[src/sv/q2e_pkg.sv]
`timescale 1ns / 1ps
`default_nettype none

package q2e_pkg;

  // Default build values for the top-level parameters
  localparam int unsigned ANGLE_BITS_DEF    = 16;
  localparam int unsigned CORDIC_STAGES_DEF = 16;

  // Datapath widths
  localparam int unsigned QW     = 16;  // quaternion component
  localparam int unsigned PROD_W = 32;  // product of two components
  localparam int unsigned SUM_W  = 35;  // sine and cosine terms at 2^30 scale
  localparam int unsigned SQ_W   = 62;  // square of the pitch sine
  localparam int unsigned REM_W  = 61;  // radicand, up to 2^60
  localparam int unsigned ROOT_W = 31;  // square root, up to 2^30
  localparam int unsigned SQRT_N = 31;  // one cell per root bit
  localparam int unsigned CORD_W = 37;  // CORDIC vector width
  localparam int unsigned EXT_W  = 18;  // angle after output scaling, before wrap
  localparam int unsigned OUT_W  = 16;  // angle field

  // Pitch limits, half pi in output angle units
  localparam logic signed [EXT_W-1:0] HALF_PI_OUT = EXT_W'(16384);

  // atan(2^-i) with pi = 2^31
  localparam logic [31:0] ATAN_TAB [32] = '{
    32'd536870912, 32'd316933406, 32'd167458907, 32'd85004756, 32'd42667331,
    32'd21354465, 32'd10679838, 32'd5340245, 32'd2670163, 32'd1335087,
    32'd667544, 32'd333772, 32'd166886, 32'd83443, 32'd41722, 32'd20861,
    32'd10430, 32'd5215, 32'd2608, 32'd1304, 32'd652, 32'd326, 32'd163,
    32'd81, 32'd41, 32'd20, 32'd10, 32'd5, 32'd3, 32'd1, 32'd1, 32'd0
  };

  typedef struct packed {
    logic signed [QW-1:0] quat_w;
    logic signed [QW-1:0] quat_x;
    logic signed [QW-1:0] quat_y;
    logic signed [QW-1:0] quat_z;
  } quat_t;

  typedef struct packed {
    logic signed [OUT_W-1:0] roll;
    logic signed [OUT_W-1:0] pitch;
    logic signed [OUT_W-1:0] yaw;
    logic                    pitch_clamped;
  } euler_t;

  // Micro-rotation angle of one stage, rounded half up to the accumulator width
  function automatic logic [31:0] step_angle(input int unsigned idx, input int unsigned ab);
    logic [32:0]  s;
    int unsigned  sh;
    sh = 32 - ab;
    if (sh == 0) begin
      s = {1'b0, ATAN_TAB[idx & 31]};
    end else begin
      s = ({1'b0, ATAN_TAB[idx & 31]} + (33'd1 << (sh - 1))) >> sh;
    end
    return s[31:0];
  endfunction

endpackage

`default_nettype wire

[src/sv/q2e_sqrt_cell.sv]
`timescale 1ns / 1ps
`default_nettype none

// One bit of a restoring square root; side data rides along unchanged
module q2e_sqrt_cell import q2e_pkg::*; #(
  parameter int unsigned BIT    = 0,
  parameter int unsigned SIDE_W = 1
) (
  input  wire logic              clk_i,
  input  wire logic              rst_ni,
  input  wire logic              en_i,
  input  wire logic              vld_i,
  input  wire logic [REM_W-1:0]  rem_i,
  input  wire logic [ROOT_W-1:0] root_i,
  input  wire logic [SIDE_W-1:0] side_i,
  output logic                   vld_o,
  output logic [REM_W-1:0]       rem_o,
  output logic [ROOT_W-1:0]      root_o,
  output logic [SIDE_W-1:0]      side_o
);

  localparam int unsigned TW = 64;

  logic [TW-1:0]     trial, rem_ext, diff;
  logic              take;
  logic              vld_q;
  logic [REM_W-1:0]  rem_q, rem_d;
  logic [ROOT_W-1:0] root_q, root_d;
  logic [SIDE_W-1:0] side_q;

  // Try this root bit: subtract (2*root + 2^bit) * 2^bit from the remainder
  assign trial   = ({{(TW-ROOT_W){1'b0}}, root_i} << (BIT + 1))
                 + ({{(TW-1){1'b0}}, 1'b1} << (2 * BIT));
  assign rem_ext = {{(TW-REM_W){1'b0}}, rem_i};
  assign take    = rem_ext >= trial;
  assign diff    = rem_ext - trial;
  assign rem_d   = take ? diff[REM_W-1:0] : rem_i;
  assign root_d  = take ? (root_i | (ROOT_W'(1) << BIT)) : root_i;

  // Advance valid
  always_ff @(posedge clk_i or negedge rst_ni) begin
    if (!rst_ni) begin
      vld_q <= 1'b0;
    end else if (en_i) begin
      vld_q <= vld_i;
    end
  end

  // Advance payload
  always_ff @(posedge clk_i) begin
    if (en_i) begin
      rem_q  <= rem_d;
      root_q <= root_d;
      side_q <= side_i;
    end
  end

  assign vld_o  = vld_q;
  assign rem_o  = rem_q;
  assign root_o = root_q;
  assign side_o = side_q;

endmodule

`default_nettype wire

[config.mk]
export PLATFORM = sky130hd
export DESIGN_NAME = q2e_sqrt_cell
export DESIGN_NICKNAME = d
export VERILOG_FILES = /design/src/sv/q2e_pkg.sv /design/src/sv/q2e_sqrt_cell.sv
export SDC_FILE = /design/constraint.sdc
export NUM_CORES = 1
export LEC_CHECK = 0
export BUFFER_PORTS_ARGS = -buffer_cell sky130_fd_sc_hd__buf_2
export CORE_UTILIZATION = 46
export DETAILED_ROUTE_END_ITERATION = 16
export HOLD_SLACK_MARGIN = 0.1
export PLACE_DENSITY = 0.8
export SLEW_MARGIN = 20
export SYNTH_ARGS = -nofsm -noshare
export SYNTH_HDL_FRONTEND = slang
export SYNTH_SLANG_ARGS = --single-unit
export TNS_END_PERCENT = 10
[constraint.sdc]
create_clock -name clk_i -period 0.8 [get_ports clk_i]
set_input_delay 0.08 -clock clk_i [delete_from_list [all_inputs] [get_ports clk_i]]
set_output_delay 0.08 -clock clk_i [all_outputs]
set_load 0.01 [all_outputs]
After elaboration in Yosys (flattened, before gate mapping)
Cells that the tools add are included.
W data, S select, Z words.
- input port bits: 97
- word-level logic and storage cells: 9
- flip-flop bits (word level): 94
- add/sub/neg operators: 2
- mux-type cells: 1
- magnitude comparators: 1
- operator list (operator ; count):
    $ge A61 B33 Y1 ; 1
    $mux W61 ; 1
    $sub A61 B33 Y61 ; 1
    $add A32 B1 Y33 const B ; 1

Depth between registers and ports, before layout
- depth in word-level cells: 3
- gate-level depth with buffers: 14
- gate-level depth less buffers: 11

Worst setup path before layout
Ideal clock, no wire load.
- path kind: input to register
- start: input port rem_i[36]
- end: register rem_q[60] (netlist: rem_o[60]) (data pin)
- stages: 11
- slack: -2.517 ns
- library setup time: 0.267 ns
- required time: 0.533 ns
- data arrival time: 3.050 ns
- path through: or3_4 > or3_1 > buf_6 > or4_4 > or4_4 > o211ai_2 > o21ba_1 > buf_6 > or3_4 > a311oi_2 > xor2_1
- word-level cells in the longest chain between the ends: 2
- elaborated cells between the ends (all ways): 3
- those cells by class: 1 x add/sub; 1 x order compare; 1 x mux
- RTL lines (what ; line ; RTL):
    from (decl) ; q2e_sqrt_cell.sv:13 ; input wire logic [REM_W-1:0] rem_i,
    $sub A61 B33 Y61 or $ge A61 B33 Y1 (tied branches) ; q2e_sqrt_cell.sv:36, q2e_sqrt_cell.sv:35 ;
    $mux W61 (*) ; q2e_sqrt_cell.sv:37 ; assign rem_d = take ? diff[REM_W-1:0] : rem_i;
    net rem_d[60] ; q2e_sqrt_cell.sv:27 ; logic [REM_W-1:0] rem_q, rem_d;
    to (signal assigned) ; q2e_sqrt_cell.sv:52 ; rem_q <= rem_d;
    to (decl) ; q2e_sqrt_cell.sv:27 ;
Mark *: on every way through the listed nets, which the timed path passes. The rest lies on a longest branch.
A chain may end at the register's enable or synchronous reset.

Worst setup path in the final report
- start: input port rem_i[48]
- end: register rem_q[54] (netlist: rem_o[54]) (data pin)
The elaborated chain is that of the path after synthesis.

==> flow_summary.ini <==
[clocking]
cts.path.max_buffers = 2
root_buffer = clkbuf_16
cts_buffers = 9
cts.reportedPaths.clkPinSlew_ns = 0.06
clkSinkCount = 94
cts_tree = yes
htree_levels = 3
clock_latency_ns = 0.36

[grt]
grt_usage_pct = 31.0
grt_pass1_vias = 6296
grt_pass1_wl_um = 31000
overflow = 0
grt_max_degree = 38
antenna_found_initial = 0

[power]
netSwitchingFraction_pct = 29.9
clock_power_share_pct = 28.6
pwr-share-seq_pct = 40.5
p_switching_mw = 4.60
vdd_drop_max_mv = 0.915
power_density_mw_per_mm2 = 1610
p_int_mw = 10.8
comb_power_share_pct = 30.9
power.static_leakage_nw = 4.38
p_total_mw = 15.4

[critical_path]
cp.arrival_ns = 3.17
end_kind = flop
crit_fanout = 7
cp_cell_sequence = buf_6 -> or4_4 -> or4_4 -> or2_4 -> or4_4 -> o211ai_2 -> o21ba_4 -> buf_6 -> a211o_4 -> nor3_4 -> xor2_1
crit_family = simple AND/OR/NAND/NOR gates
crit_type = in2reg
critPathLaunchType = input pin
reg2reg_slack_ns = 0.04
cp.required_ns = 0.99
cpMaxStageDelayCell = or4_4
cp.buffers_inverters = 2
max_stage_delay_ns = 0.53
path_common_cell = or4_4

[detailed_routing]
wirelength_um = 22400
vias = 6541
drt_iter0_drc = 857
ant_nets = 0
detail_route.wl_per_cell_um = 19.6
drc = 0
vias_per_cell = 5.71
dr.pass1.iters = 6

[timing]
final-max-slew-violation-count = 0
hold_viol = 0
fin_crit_sh_pct = 373
max-slew-margin-rel_pct = 63.3
fin_skew_ns = 0
post-route-worst-setup-slack_ns = -2.18
period_needed_ns = 2.98
fin_setup_tns_ns = -139.52
tightest_slew_ns = 0.548
rsz0062_at_grt = true
fmax_ghz = 0.335
setup_viol = 156

[floorplan]
num_rows = 40
io-pin-count = 191
die_width_um = 114
die_area_mm2 = 0.0130
start_util_pct = 47.6
core_area_mm2 = 0.0121
die_h_um = 114

[layout]
area_growth_pct = 66.4
layout_common_cells = 186 x buf_2, 173 x buf_4, 93 x edfxtp_1
layout.nets = 1101
utilization_pct = 79.2
layout.cells.non_filler = 1145
final_common_cell = buf_2
drive_gt1_share_pct = 47.1

[run_status]
status = complete, but fails checks
failed_checks = setup timing

[placed_design]
gp_congestion = 0.882
place_ws_ns = -2.61
numPortBuffers = 190
dp.final_hpwl_um = 13800
dp.cells = 1050

[yosys]
syn_area_per_cell_um2 = 10.7
ys_seq_area_share_pct = 48.8
async_flop_share_pct = 1.06
syn-cell-area_mm2 = 0.00577
syn_nets = 671
ys_seq_elements = 94
synth_cell_type_count = 58
synth-edff-count = 93
synthFlopType = edfxtp_1
ys.warnings.count = 0
syn_inst = 541

[run]
cap_violations = 0

[min_path]
holdCritPathClass = in2reg
logic make-up (layout without fill, tap and decap cells):
family	count (synthesis)	count (layout)	synth area share, %
xor+xnor	59	59	8.96
flops	94	94	48.8
fa+ha+maj	33	33	7.29
compound gates	137	138	15.4
other cells	0	1	0
simple gates	154	154	14.6
mux	4	4	0.781
buf+inv	60	494	4.19
repair_timing:
item | in CTS | in global routing
hold endpoints to repair | 60 | 3
endpoints found under the setup margin | 156 | 156
pin swaps | 8 | 24
hold buffers | 58 | 2
gates cloned | 1 | 2
resized for setup | 32 | 67
buffers inserted | 2 | 13
synthesized netlist by cell type (7+ instances only):
master     n  share of area [%]
edfxtp_1  93                 48
nand2_1   48                3.1
o21ai_0   44                3.8
inv_1     39                2.5
xor2_1    36                5.5
ha_1      32                6.9
a21oi_1   29                2.5
xnor2_1   23                3.5
nor2_1    21                1.4
a21o_1    18                2.3
clkbuf_1  18                1.2
nor3_1    16                1.4
nand4_1    9               0.98
or4_1      7               0.91
registers in the layout (all words and copies together), names as in the netlist:
name,cells
rem_o,61
root_o,31
side_o,1
vld_o,1
path summary, 6_finish.rpt:
path	startpoint	endpoint	cells after the start
max	rem_i[48]	rem_o[54]	11
min	rem_i[28]	rem_o[28]	2
max reg2reg	vld_o	vld_o	1
min reg2reg	vld_o	vld_o	1
max in group asynchronous	rst_ni	vld_o	3
min in group asynchronous	rst_ni	vld_o	3
per-stage QoR:
step	area (µm²)	hold slack [ns]
floorplan	5780	-0.216
global placement	8160	-0.146
detailed placement	8160	-0.144
CTS	9250	0.0608
global route	9600	0.0716
finish	9600	0.0634
final cells by class:
type / count / area, µm²
clock inverters: 7 / 68.8
diodes: 1 / 2.50
well taps: 168 / 210
repair buffers: 439 / 3100
fillers: 705 / 2510
clock buffers: 9 / 225
multi-input cells: 388 / 3020
flip-flops and latches: 94 / 2820
inverters: 39 / 146
per-layer routing:
layer	part of all wire, %	track usage [%]
met1	35	35.7
met2	51	54.7
met3	8.1	4.99
met4	5.6	17.7
met5	0	0
power groups by stage:
stage	combinational [mW]	clock [mW]	sequential (mW)
finish	4.76	4.41	6.24
global route	5.04	4.59	6.28
global placement	3.90	0	6.33
detailed placement	4.01	0	6.34
floorplan	1.49	0	6.63
CTS	4.38	4.41	6.24
(Power assumes the default switching activity.)
