### src/sv/q2e_pkg.sv
`timescale 1ns / 1ps
`default_nettype none

package q2e_pkg;

  // Default build values for the top-level parameters
  localparam int unsigned ANGLE_BITS_DEF    = 16;
  localparam int unsigned CORDIC_STAGES_DEF = 16;

  // Datapath widths
  localparam int unsigned QW     = 16;  // quaternion component
  localparam int unsigned PROD_W = 32;  // product of two components
  localparam int unsigned SUM_W  = 35;  // sine and cosine terms at 2^30 scale
  localparam int unsigned SQ_W   = 62;  // square of the pitch sine
  localparam int unsigned REM_W  = 61;  // radicand, up to 2^60
  localparam int unsigned ROOT_W = 31;  // square root, up to 2^30
  localparam int unsigned SQRT_N = 31;  // one cell per root bit
  localparam int unsigned CORD_W = 37;  // CORDIC vector width
  localparam int unsigned EXT_W  = 18;  // angle after output scaling, before wrap
  localparam int unsigned OUT_W  = 16;  // angle field

  // Pitch limits, half pi in output angle units
  localparam logic signed [EXT_W-1:0] HALF_PI_OUT = EXT_W'(16384);

  // atan(2^-i) with pi = 2^31
  localparam logic [31:0] ATAN_TAB [32] = '{
    32'd536870912, 32'd316933406, 32'd167458907, 32'd85004756, 32'd42667331,
    32'd21354465, 32'd10679838, 32'd5340245, 32'd2670163, 32'd1335087,
    32'd667544, 32'd333772, 32'd166886, 32'd83443, 32'd41722, 32'd20861,
    32'd10430, 32'd5215, 32'd2608, 32'd1304, 32'd652, 32'd326, 32'd163,
    32'd81, 32'd41, 32'd20, 32'd10, 32'd5, 32'd3, 32'd1, 32'd1, 32'd0
  };

  typedef struct packed {
    logic signed [QW-1:0] quat_w;
    logic signed [QW-1:0] quat_x;
    logic signed [QW-1:0] quat_y;
    logic signed [QW-1:0] quat_z;
  } quat_t;

  typedef struct packed {
    logic signed [OUT_W-1:0] roll;
    logic signed [OUT_W-1:0] pitch;
    logic signed [OUT_W-1:0] yaw;
    logic                    pitch_clamped;
  } euler_t;

  // Micro-rotation angle of one stage, rounded half up to the accumulator width
  function automatic logic [31:0] step_angle(input int unsigned idx, input int unsigned ab);
    logic [32:0]  s;
    int unsigned  sh;
    sh = 32 - ab;
    if (sh == 0) begin
      s = {1'b0, ATAN_TAB[idx & 31]};
    end else begin
      s = ({1'b0, ATAN_TAB[idx & 31]} + (33'd1 << (sh - 1))) >> sh;
    end
    return s[31:0];
  endfunction

endpackage

`default_nettype wire

### src/sv/q2e_cordic_cell.sv
`timescale 1ns / 1ps
`default_nettype none

// One vectoring CORDIC micro-rotation; drives y toward zero
module q2e_cordic_cell import q2e_pkg::*; #(
  parameter int unsigned STAGE  = 0,
  parameter int unsigned AB     = 16,
  parameter int unsigned ZW     = 18,
  parameter int unsigned SIDE_W = 1
) (
  input  wire logic                     clk_i,
  input  wire logic                     rst_ni,
  input  wire logic                     en_i,
  input  wire logic                     vld_i,
  input  wire logic signed [CORD_W-1:0] x_i,
  input  wire logic signed [CORD_W-1:0] y_i,
  input  wire logic signed [ZW-1:0]     z_i,
  input  wire logic [SIDE_W-1:0]        side_i,
  output logic                          vld_o,
  output logic signed [CORD_W-1:0]      x_o,
  output logic signed [CORD_W-1:0]      y_o,
  output logic signed [ZW-1:0]          z_o,
  output logic [SIDE_W-1:0]             side_o
);

  localparam logic signed [ZW-1:0] T = ZW'(step_angle(STAGE, AB));

  logic signed [CORD_W-1:0] dx, dy, x_d, y_d, x_q, y_q;
  logic signed [ZW-1:0]     z_d, z_q;
  logic                     vld_q;
  logic [SIDE_W-1:0]        side_q;

  // Shifts round toward minus infinity
  assign dx = y_i >>> STAGE;
  assign dy = x_i >>> STAGE;

  always_comb begin
    if (!y_i[CORD_W-1]) begin
      x_d = x_i + dx;
      y_d = y_i - dy;
      z_d = z_i + T;
    end else begin
      x_d = x_i - dx;
      y_d = y_i + dy;
      z_d = z_i - T;
    end
  end

  // Advance valid
  always_ff @(posedge clk_i or negedge rst_ni) begin
    if (!rst_ni) begin
      vld_q <= 1'b0;
    end else if (en_i) begin
      vld_q <= vld_i;
    end
  end

  // Advance payload
  always_ff @(posedge clk_i) begin
    if (en_i) begin
      x_q    <= x_d;
      y_q    <= y_d;
      z_q    <= z_d;
      side_q <= side_i;
    end
  end

  assign vld_o  = vld_q;
  assign x_o    = x_q;
  assign y_o    = y_q;
  assign z_o    = z_q;
  assign side_o = side_q;

endmodule

`default_nettype wire

### config.mk
export PLATFORM = sky130hd
export DESIGN_NAME = q2e_cordic_cell
export DESIGN_NICKNAME = d
export VERILOG_FILES = /design/src/sv/q2e_pkg.sv /design/src/sv/q2e_cordic_cell.sv
export SDC_FILE = /design/constraint.sdc
export NUM_CORES = 1
export LEC_CHECK = 0
export ABC_AREA = 0
export BUFFER_PORTS_ARGS = -buffer_cell sky130_fd_sc_hd__buf_2
export CORE_MARGIN = 2
export CORE_UTILIZATION = 57
export DETAILED_ROUTE_END_ITERATION = 10
export PLACE_DENSITY_LB_ADDON = 0.25
export SYNTH_ARGS = -nofsm -noshare
export SYNTH_HDL_FRONTEND = slang
export SYNTH_SLANG_ARGS = --single-unit
### constraint.sdc
create_clock -name clk_i -period 1.25 [get_ports clk_i]
set_input_delay 0.1875 -clock clk_i [delete_from_list [all_inputs] [get_ports clk_i]]
set_output_delay 0.1875 -clock clk_i [all_outputs]
set_load 0.01 [all_outputs]
==> impl_metrics.ini, run 1 <==
[run_status]
outcome = aborted with a tool error
error = [ERROR GRT-0116] Global routing finished with congestion. Check the congestion regions in the DRC Viewer.
lastStage = global routing

[global_route]
gr-total-overflow = 98
grt_pass1_vias = 16500
grt_first_pass_wirelength_um = 104000
grt_max_degree = 37
grt.total_usage_pct = 77.1

[yosys]
synth_nets = 1328
synth_area_leaders = edfxtp_1, ha_1, a21oi_1
synth.distinct_cells = 74
synth_edf_count = 92
synthFlopType = edfxtp_1
yosysTopAreaCell = edfxtp_1
syn_area_mm2 = 0.00949
syn_inst = 1116
yosys_warnings = 0
avgSynthCellArea_um2 = 8.50
synth_top_area_share_pct = 29.1
yosys_register_bits = 93
yosysSeqAreaShare_pct = 29.4
synth-async-reset-ratio_pct = 1.08

[floorplanning]
die_w_um = 133
io_pins = 191
start_util_pct = 57.8
fp-row-count = 47
dieHeight_um = 133

[clocking]
h-tree-depth = 3
cts_buffers = 9
clock_sinks = 93
clk_path_buf_depth = 2
root_buffer = clkbuf_16

[placement]
post-place-ws_ns = -1.83
io_buffers = 190
gp_congestion = 1.10
dp_hpwl_um = 31700
-- synthesized netlist by cell type, drive strengths merged (4+ instances only) --
library cell,count
xnor2,63
nor3,29
a211o,4
and2,4
o31ai,13
a22oi,4
nand4,20
nand2b,12
nor2,90
a211oi,17
and3,5
clkbuf,30
nor2b,13
nand2,51
o211ai,14
or2,4
buf,21
o221ai,7
a21oi,142
o21a,9
fa,4
a21o,33
or3,7
o21ai,63
ha,111
edfxtp,92
xor2,11
o21bai,27
mux2i,14
a31oi,6
a21boi,7
inv,118
nand3,17
-- cells by family after synthesis --
| kind of cell | share of synthesized area [%] |
|---|---|
| adders and majority gates | 15.5 |
| AOI/OAI and AO/OA | 26.3 |
| xor gates and xnor gates | 6.83 |
| muxes | 1.71 |
| DFF | 29.4 |
| buffers and inverters | 6.94 |
| and+or+nand+nor | 13.4 |
-- stage by stage --
step	cell area (um^2)	setup TNS (ns)	util [%]	std cells
CTS	16000	-66.88	97.3	1942
detailed placement	14300	-97.66	87.3	1870
global placement	14300	-92.38	87.3	1870
floorplan	10500	-59.81	-	1116
-- metal layers --
metal	overflow	global-route usage, %
met2	48	95.9
met1	1	76.3
met3	0	58.9
met5	0	20.8
met4	49	80.5
-- repair_timing --
action                     in CTS
pin swaps                      76
hold endpoints to repair        7
setup endpoints to repair      69
cloned                          1
buffers inserted               51
gates resized for setup       196
hold buffers                    7
==> run 2: changes to the inputs <==
CORE_UTILIZATION = 40   (was 57)
PLACE_DENSITY_LB_ADDON = 0.15   (was 0.25)
==> run 2 against run 1 <==
  * The flow now finishes, with violations (setup timing)
  * Synthesized cell count unchanged
  * Area after synthesis unchanged
==> impl_metrics.ini, run 2 <==
[run_status]
outcome = finished with violations
violations = setup timing

[sta]
worstMarginPinSlew_ns = 0.539
hold_viol = 0
clock_skew_ns = 0
rsz0062_at_grt = true
setup_viol = 68
setup_ws_ns = -1.34
tns_ns = -66.35
finalCritPeriodShare_pct = 207
period_minus_slack_ns = 2.59
slew-limit-headroom_pct = 63.8
maxSlewViolCount = 0
fmaxAchievable_mhz = 386

[yosys]
synth_top_area_share_pct = 29.1
ys_top_cells_by_count = a21oi_1, inv_1, ha_1
syn_inst = 1116
synth_area_leaders = edfxtp_1, ha_1, a21oi_1
synth.distinct_cells = 74
yosys_warnings = 0
avgSynthCellArea_um2 = 8.50
synth_edf_count = 92
synth-async-reset-ratio_pct = 1.08
synthFlopType = edfxtp_1
synth.most_common_cell = a21oi_1
syn_area_mm2 = 0.00949
yosysSeqAreaShare_pct = 29.4
yosysTopAreaCell = edfxtp_1
synth_nets = 1328
yosys_register_bits = 93

[critical_path]
start_kind = primary input
reg2reg_from = vld_o
path_max_fanout = 3
startpoint = y_i[0]
path_class = primary input to register
rr_worst_depth = 1
cp.arrival_ns = 2.72
end_kind = register
required_ns = 1.38

[clocking]
clk_latency_ns = 0.37
clk_path_buf_depth = 2
path_clk_slew_ns = 0.08
h-tree-depth = 3
cts_buffers = 9
cts_tree = built
root_buffer = clkbuf_16
clock_sinks = 93

[power_and_ir_drop]
power.internal_mw = 9.47
leakagePower_nw = 7.65
swShare_pct = 37.9
seq_power_share_pct = 27.6
peakVddDrop_mv = 0.579
pwr-share-clk_pct = 19.6
p_sw_mw = 5.78
pwr_density_cell_mw_per_mm2 = 907
p_comb_share_pct = 52.8

[min_path]
min_from = z_i[1]
hold_depth = 1
hold_class = primary input to register

[route]
wl_per_cell_um = 18.6
num_vias = 11100
drc = 0
drtIter0Drc = 715
viasPerCell = 5.35
dr.pass1.iters = 5
ant_nets = 0
routed_wl_um = 38400

[floorplanning]
die_area_mm2 = 0.0250
fp-row-count = 56
io_pins = 191
die_w_um = 158
core_area_mm2 = 0.0234
start_util_pct = 40.5
dieHeight_um = 158

[placement]
dp_hpwl_um = 29400
gp_congestion = 0.948
io_buffers = 190
dp_cells = 1976

[global_route]
grt_first_pass_wirelength_um = 57900
grt.total_usage_pct = 29.8
gr-total-overflow = 0
antenna_found_initial = 0
grt_max_degree = 35
grt_pass1_vias = 10800

[final_layout]
seqCellArea_mm2 = 0.00279
layout_common_cells = buf_4, buf_2, edfxtp_1, inv_1, a21oi_1
fillers = 1826
area_growth_syn_to_layout_pct = 77.4
final_common_cell = buf_4
fin_cells = 2068
n_antenna_cell = 0
drive_gt1_share_pct = 55.5
nets = 1956
multi_input_area_mm2 = 0.00784
largest_register_ffs = 37

[job]
maxCapViolations = 0
## run 2: cell counts after synthesis
No cell type changed its count.
## run 2: stage by stage
step | setup slack, ns | cell area [um^2] | util (%) | power, mW | hold WS (ns)
finish | -1.34 | 16800 | 71.9 | 15.3 | 0.00251
global route | -1.44 | 16800 | 71.9 | 15.9 | 0.00149
CTS | -1.29 | 16200 | 69.1 | 14.7 | 0.00307
detailed placement | -1.84 | 14500 | 62.0 | 10.9 | -0.0368
global placement | -1.82 | 14500 | 62.0 | 10.8 | -0.0382
floorplan | -1.47 | 10500 | - | 7.79 | -0.108
## run 2: layer usage
| metal | wire (um) | vias to the layer above | track usage, % | share of wire, % |
|---|---|---|---|---|
| met5 | 0 | - | 0 | 0 |
| met4 | 905 | 0 | 7.94 | 2.4 |
| met3 | 2180 | 68 | 3.04 | 5.7 |
| met2 | 18100 | 405 | 50.2 | 47 |
| met1 | 17200 | 5317 | 40.8 | 45 |
| li1 | - | 5277 | - | - |
## run 2: worst max-delay path: stages
cell and delay [ns]:
buf_8 0.08, inv_1 0.04, ha_2 0.19, fa_2 0.36
o21ai_2 0.19, a221o_1 0.28, o32ai_4 0.16, o41ai_4 0.44
o32ai_2 0.18, or3_1 0.35, a22oi_2 0.18, xnor2_1 0.09
## run 2: timing repair
action	in CTS	in global routing
hold buffers	14	0
cloned	0	0
pin swaps	116	98
buffers inserted	42	36
endpoints found under the hold margin	14	0
gates resized for setup	188	106
setup endpoints to repair	68	69
## run 2: worst paths after layout
path	to	slack [ns]
max	y_o[36]	-1.34
min in group asynchronous	vld_o	0.11
min	z_o[1]	0.003
min reg2reg	vld_o	0.51
max reg2reg	vld_o	0.51
max in group asynchronous	vld_o	1.06
## run 2: logic make-up after synthesis
group                      Yosys count  synth area share [%]
AOI/OAI and AO/OA                  384                  26.3
xor gates and xnor gates            74                  6.83
adders and majority gates          115                  15.5
buffers and inverters              171                  6.94
DFF                                 93                  29.4
muxes                               16                  1.71
and+or+nand+nor                    263                  13.4
## run 2: power groups by stage
stage               Combinational, mW  Clock, mW  Sequential (mW)
detailed placement               6.61          0             4.28
CTS                              7.44       3.02             4.21
floorplan                        3.25          0             4.54
global placement                 6.56          0             4.27
finish                           8.05       2.99             4.21
global route                     8.57       3.10             4.26
## run 2: final cells by class
class	instances	area share, %
multi-input cells	852	46.6
repair buffers	668	29.4
flip-flops and latches	93	16.6
inverters	120	3.32
well taps	319	2.37
clock buffers	9	1.34
clock inverters	7	0.454
(Power assumes the default switching activity.)
==> run 3: changes to the inputs <==
clock period = 3.3 ns   (was 1.25 ns; I/O delays follow)
==> run 3 against run 2 <==
  * The flow now finishes without violations
  * Final cell count fell by 13%
  * Highest routed layer unchanged
  * Register-to-register slack better by 2.1 ns
  * Critical path depth rose by 1
  * Largest power group unchanged
  * Clock power shrank 64%
  * Non-clock buffer count shrank 272
  * Critical endpoint is now y_o[34]
  * Via count shrank 14%
  * Sequential share of layout area up 5.7 points
==> impl_metrics.ini, run 3 (synthesized netlist as in run 2, its figures left out) <==
[sta]
slew-limit-headroom_pct = 48.5
rsz0062_at_grt = false
fmaxAchievable_mhz = 322
hold_viol = 0
clock_skew_ns = 0
hold_ws_ns = 0.300
setup_viol = 0
worstMarginPinSlew_ns = 0.765
maxSlewViolCount = 0
setup_ws_ns = 0.195
period_minus_slack_ns = 3.11
finalCritPeriodShare_pct = 94.1

[final_layout]
nets = 1684
largest_register_ffs = 37
n_antenna_cell = 0
fin_cells = 1796
final_common_cell = buf_4
area_growth_syn_to_layout_pct = 31.9
layout_common_cells = buf_4, buf_2, a21oi_1, inv_1, ha_1
drive_gt1_share_pct = 29.2

[floorplanning]
io_pins = 191
die_area_mm2 = 0.0250
start_util_pct = 40.5
dieHeight_um = 158
die_w_um = 158
core_area_mm2 = 0.0234
fp-row-count = 56

[clocking]
cts_buffers = 9
cts_tree = built
path_clk_slew_ns = 0.08
h-tree-depth = 3
clk_latency_ns = 0.36
root_buffer = clkbuf_16
clock_sinks = 93
clk_path_buf_depth = 2

[min_path]
min_from = z_i[8]
hold_path_end = z_o[8]
hold_class = primary input to register
hold_depth = 1

[power_and_ir_drop]
pwr_density_cell_mw_per_mm2 = 382
leakagePower_nw = 5.89
peakVddDrop_mv = 0.205

[critical_path]
reg2reg_from = vld_o
startpoint = x_i[5]
cp.arrival_ns = 3.23
path_depth = 13
cp_top_family = compound AO/OA/AOI/OAI gates
reg2reg_slack_ns = 2.56
crit_path_cell_trace = buf_2 -> inv_1 -> ha_1 -> and3_1 -> and2_1 -> a221o_1 -> o32ai_4 -> buf_4 -> o221ai_2 -> a21o_1 -> a2111oi_2 -> a21oi_1 -> xnor2_1
path_class = primary input to register
end_kind = register
required_ns = 3.42
path_buf_inv = 3
start_kind = primary input
slowest_stage = a221o_1
rr_worst_depth = 1
slowest_delay_ns = 0.38
path_max_fanout = 6
r2r_end = vld_o

[route]
wl_per_cell_um = 18.0
ant_nets = 0
drc = 0
num_vias = 9532
viasPerCell = 5.31
routed_wl_um = 32300
drtIter0Drc = 718
dr.pass1.iters = 5

[global_route]
top_usage_layer = met2
grt_use_met1_pct = 36.5
met3_usage_pct = 4.85
grt_first_pass_wirelength_um = 49900
antenna_found_initial = 0
grt_max_degree = 113
grt.total_usage_pct = 26.0
use_met2_pct = 40.8
gr-total-overflow = 0
grt_pass1_vias = 9213

[placement]
gp_congestion = 0.927
dp_hpwl_um = 26400
io_buffers = 190
post-place-ws_ns = -0.165
dp_cells = 1779

[job]
maxCapViolations = 0

[run_status]
outcome = complete, no violations
-- run 3: through the flow --
step	instance area (um^2)	power, mW	setup TNS, ns	utilization (%)
after floorplan	9490	2.74	0	-
after global placement	12200	3.68	-1.04	52.1
after detailed placement	12200	3.69	-1.08	52.1
after CTS	12500	4.79	0	53.4
after global routing	12500	5.05	0	53.5
final	12500	4.78	0	53.5
-- run 3: timing repair --
action / in CTS / in global routing
resized for setup: 0 / 2
hold buffers: 1 / 0
buffers inserted: 0 / 0
hold endpoints to repair: 1 / 0
setup endpoints to repair: 0 / 1
-- run 3: worst max-delay path by stage --
stage / slack, ns / endpoint
after global placement: -0.16 / y_o[30]
after detailed placement: -0.16 / y_o[34]
final: 0.19 / y_o[34]
after floorplan: 0.19 / y_o[34]
after CTS: 0.22 / y_o[34]
after global routing: 0.05 / y_o[34]
-- run 3: area by class of cell --
| class | instances | area [um^2] |
|---|---|---|
| timing repair buffer | 396 | 2530 |
| sequential | 93 | 2790 |
| tap | 319 | 399 |
| multi-input combinational | 852 | 6050 |
| fill | 2325 | 10900 |
| inverter | 120 | 450 |
| clock buffer | 9 | 225 |
| clock inverter | 7 | 68.8 |
-- run 3: power by group --
part           total (mW)  internal (mW)  switching [mW]  leakage, nW
sequential           1.59           1.54          0.0485        0.912
clock                1.09          0.533           0.559        0.144
combinational        2.10          0.923            1.17         4.83
-- run 3: routing by layer --
| metal | wire (um) | vias to the layer above |
|---|---|---|
| li1 | - | 4721 |
| met3 | 2230 | 53 |
| met1 | 15000 | 4409 |
| met2 | 14300 | 349 |
| met4 | 729 | 0 |
| met5 | 0 | - |
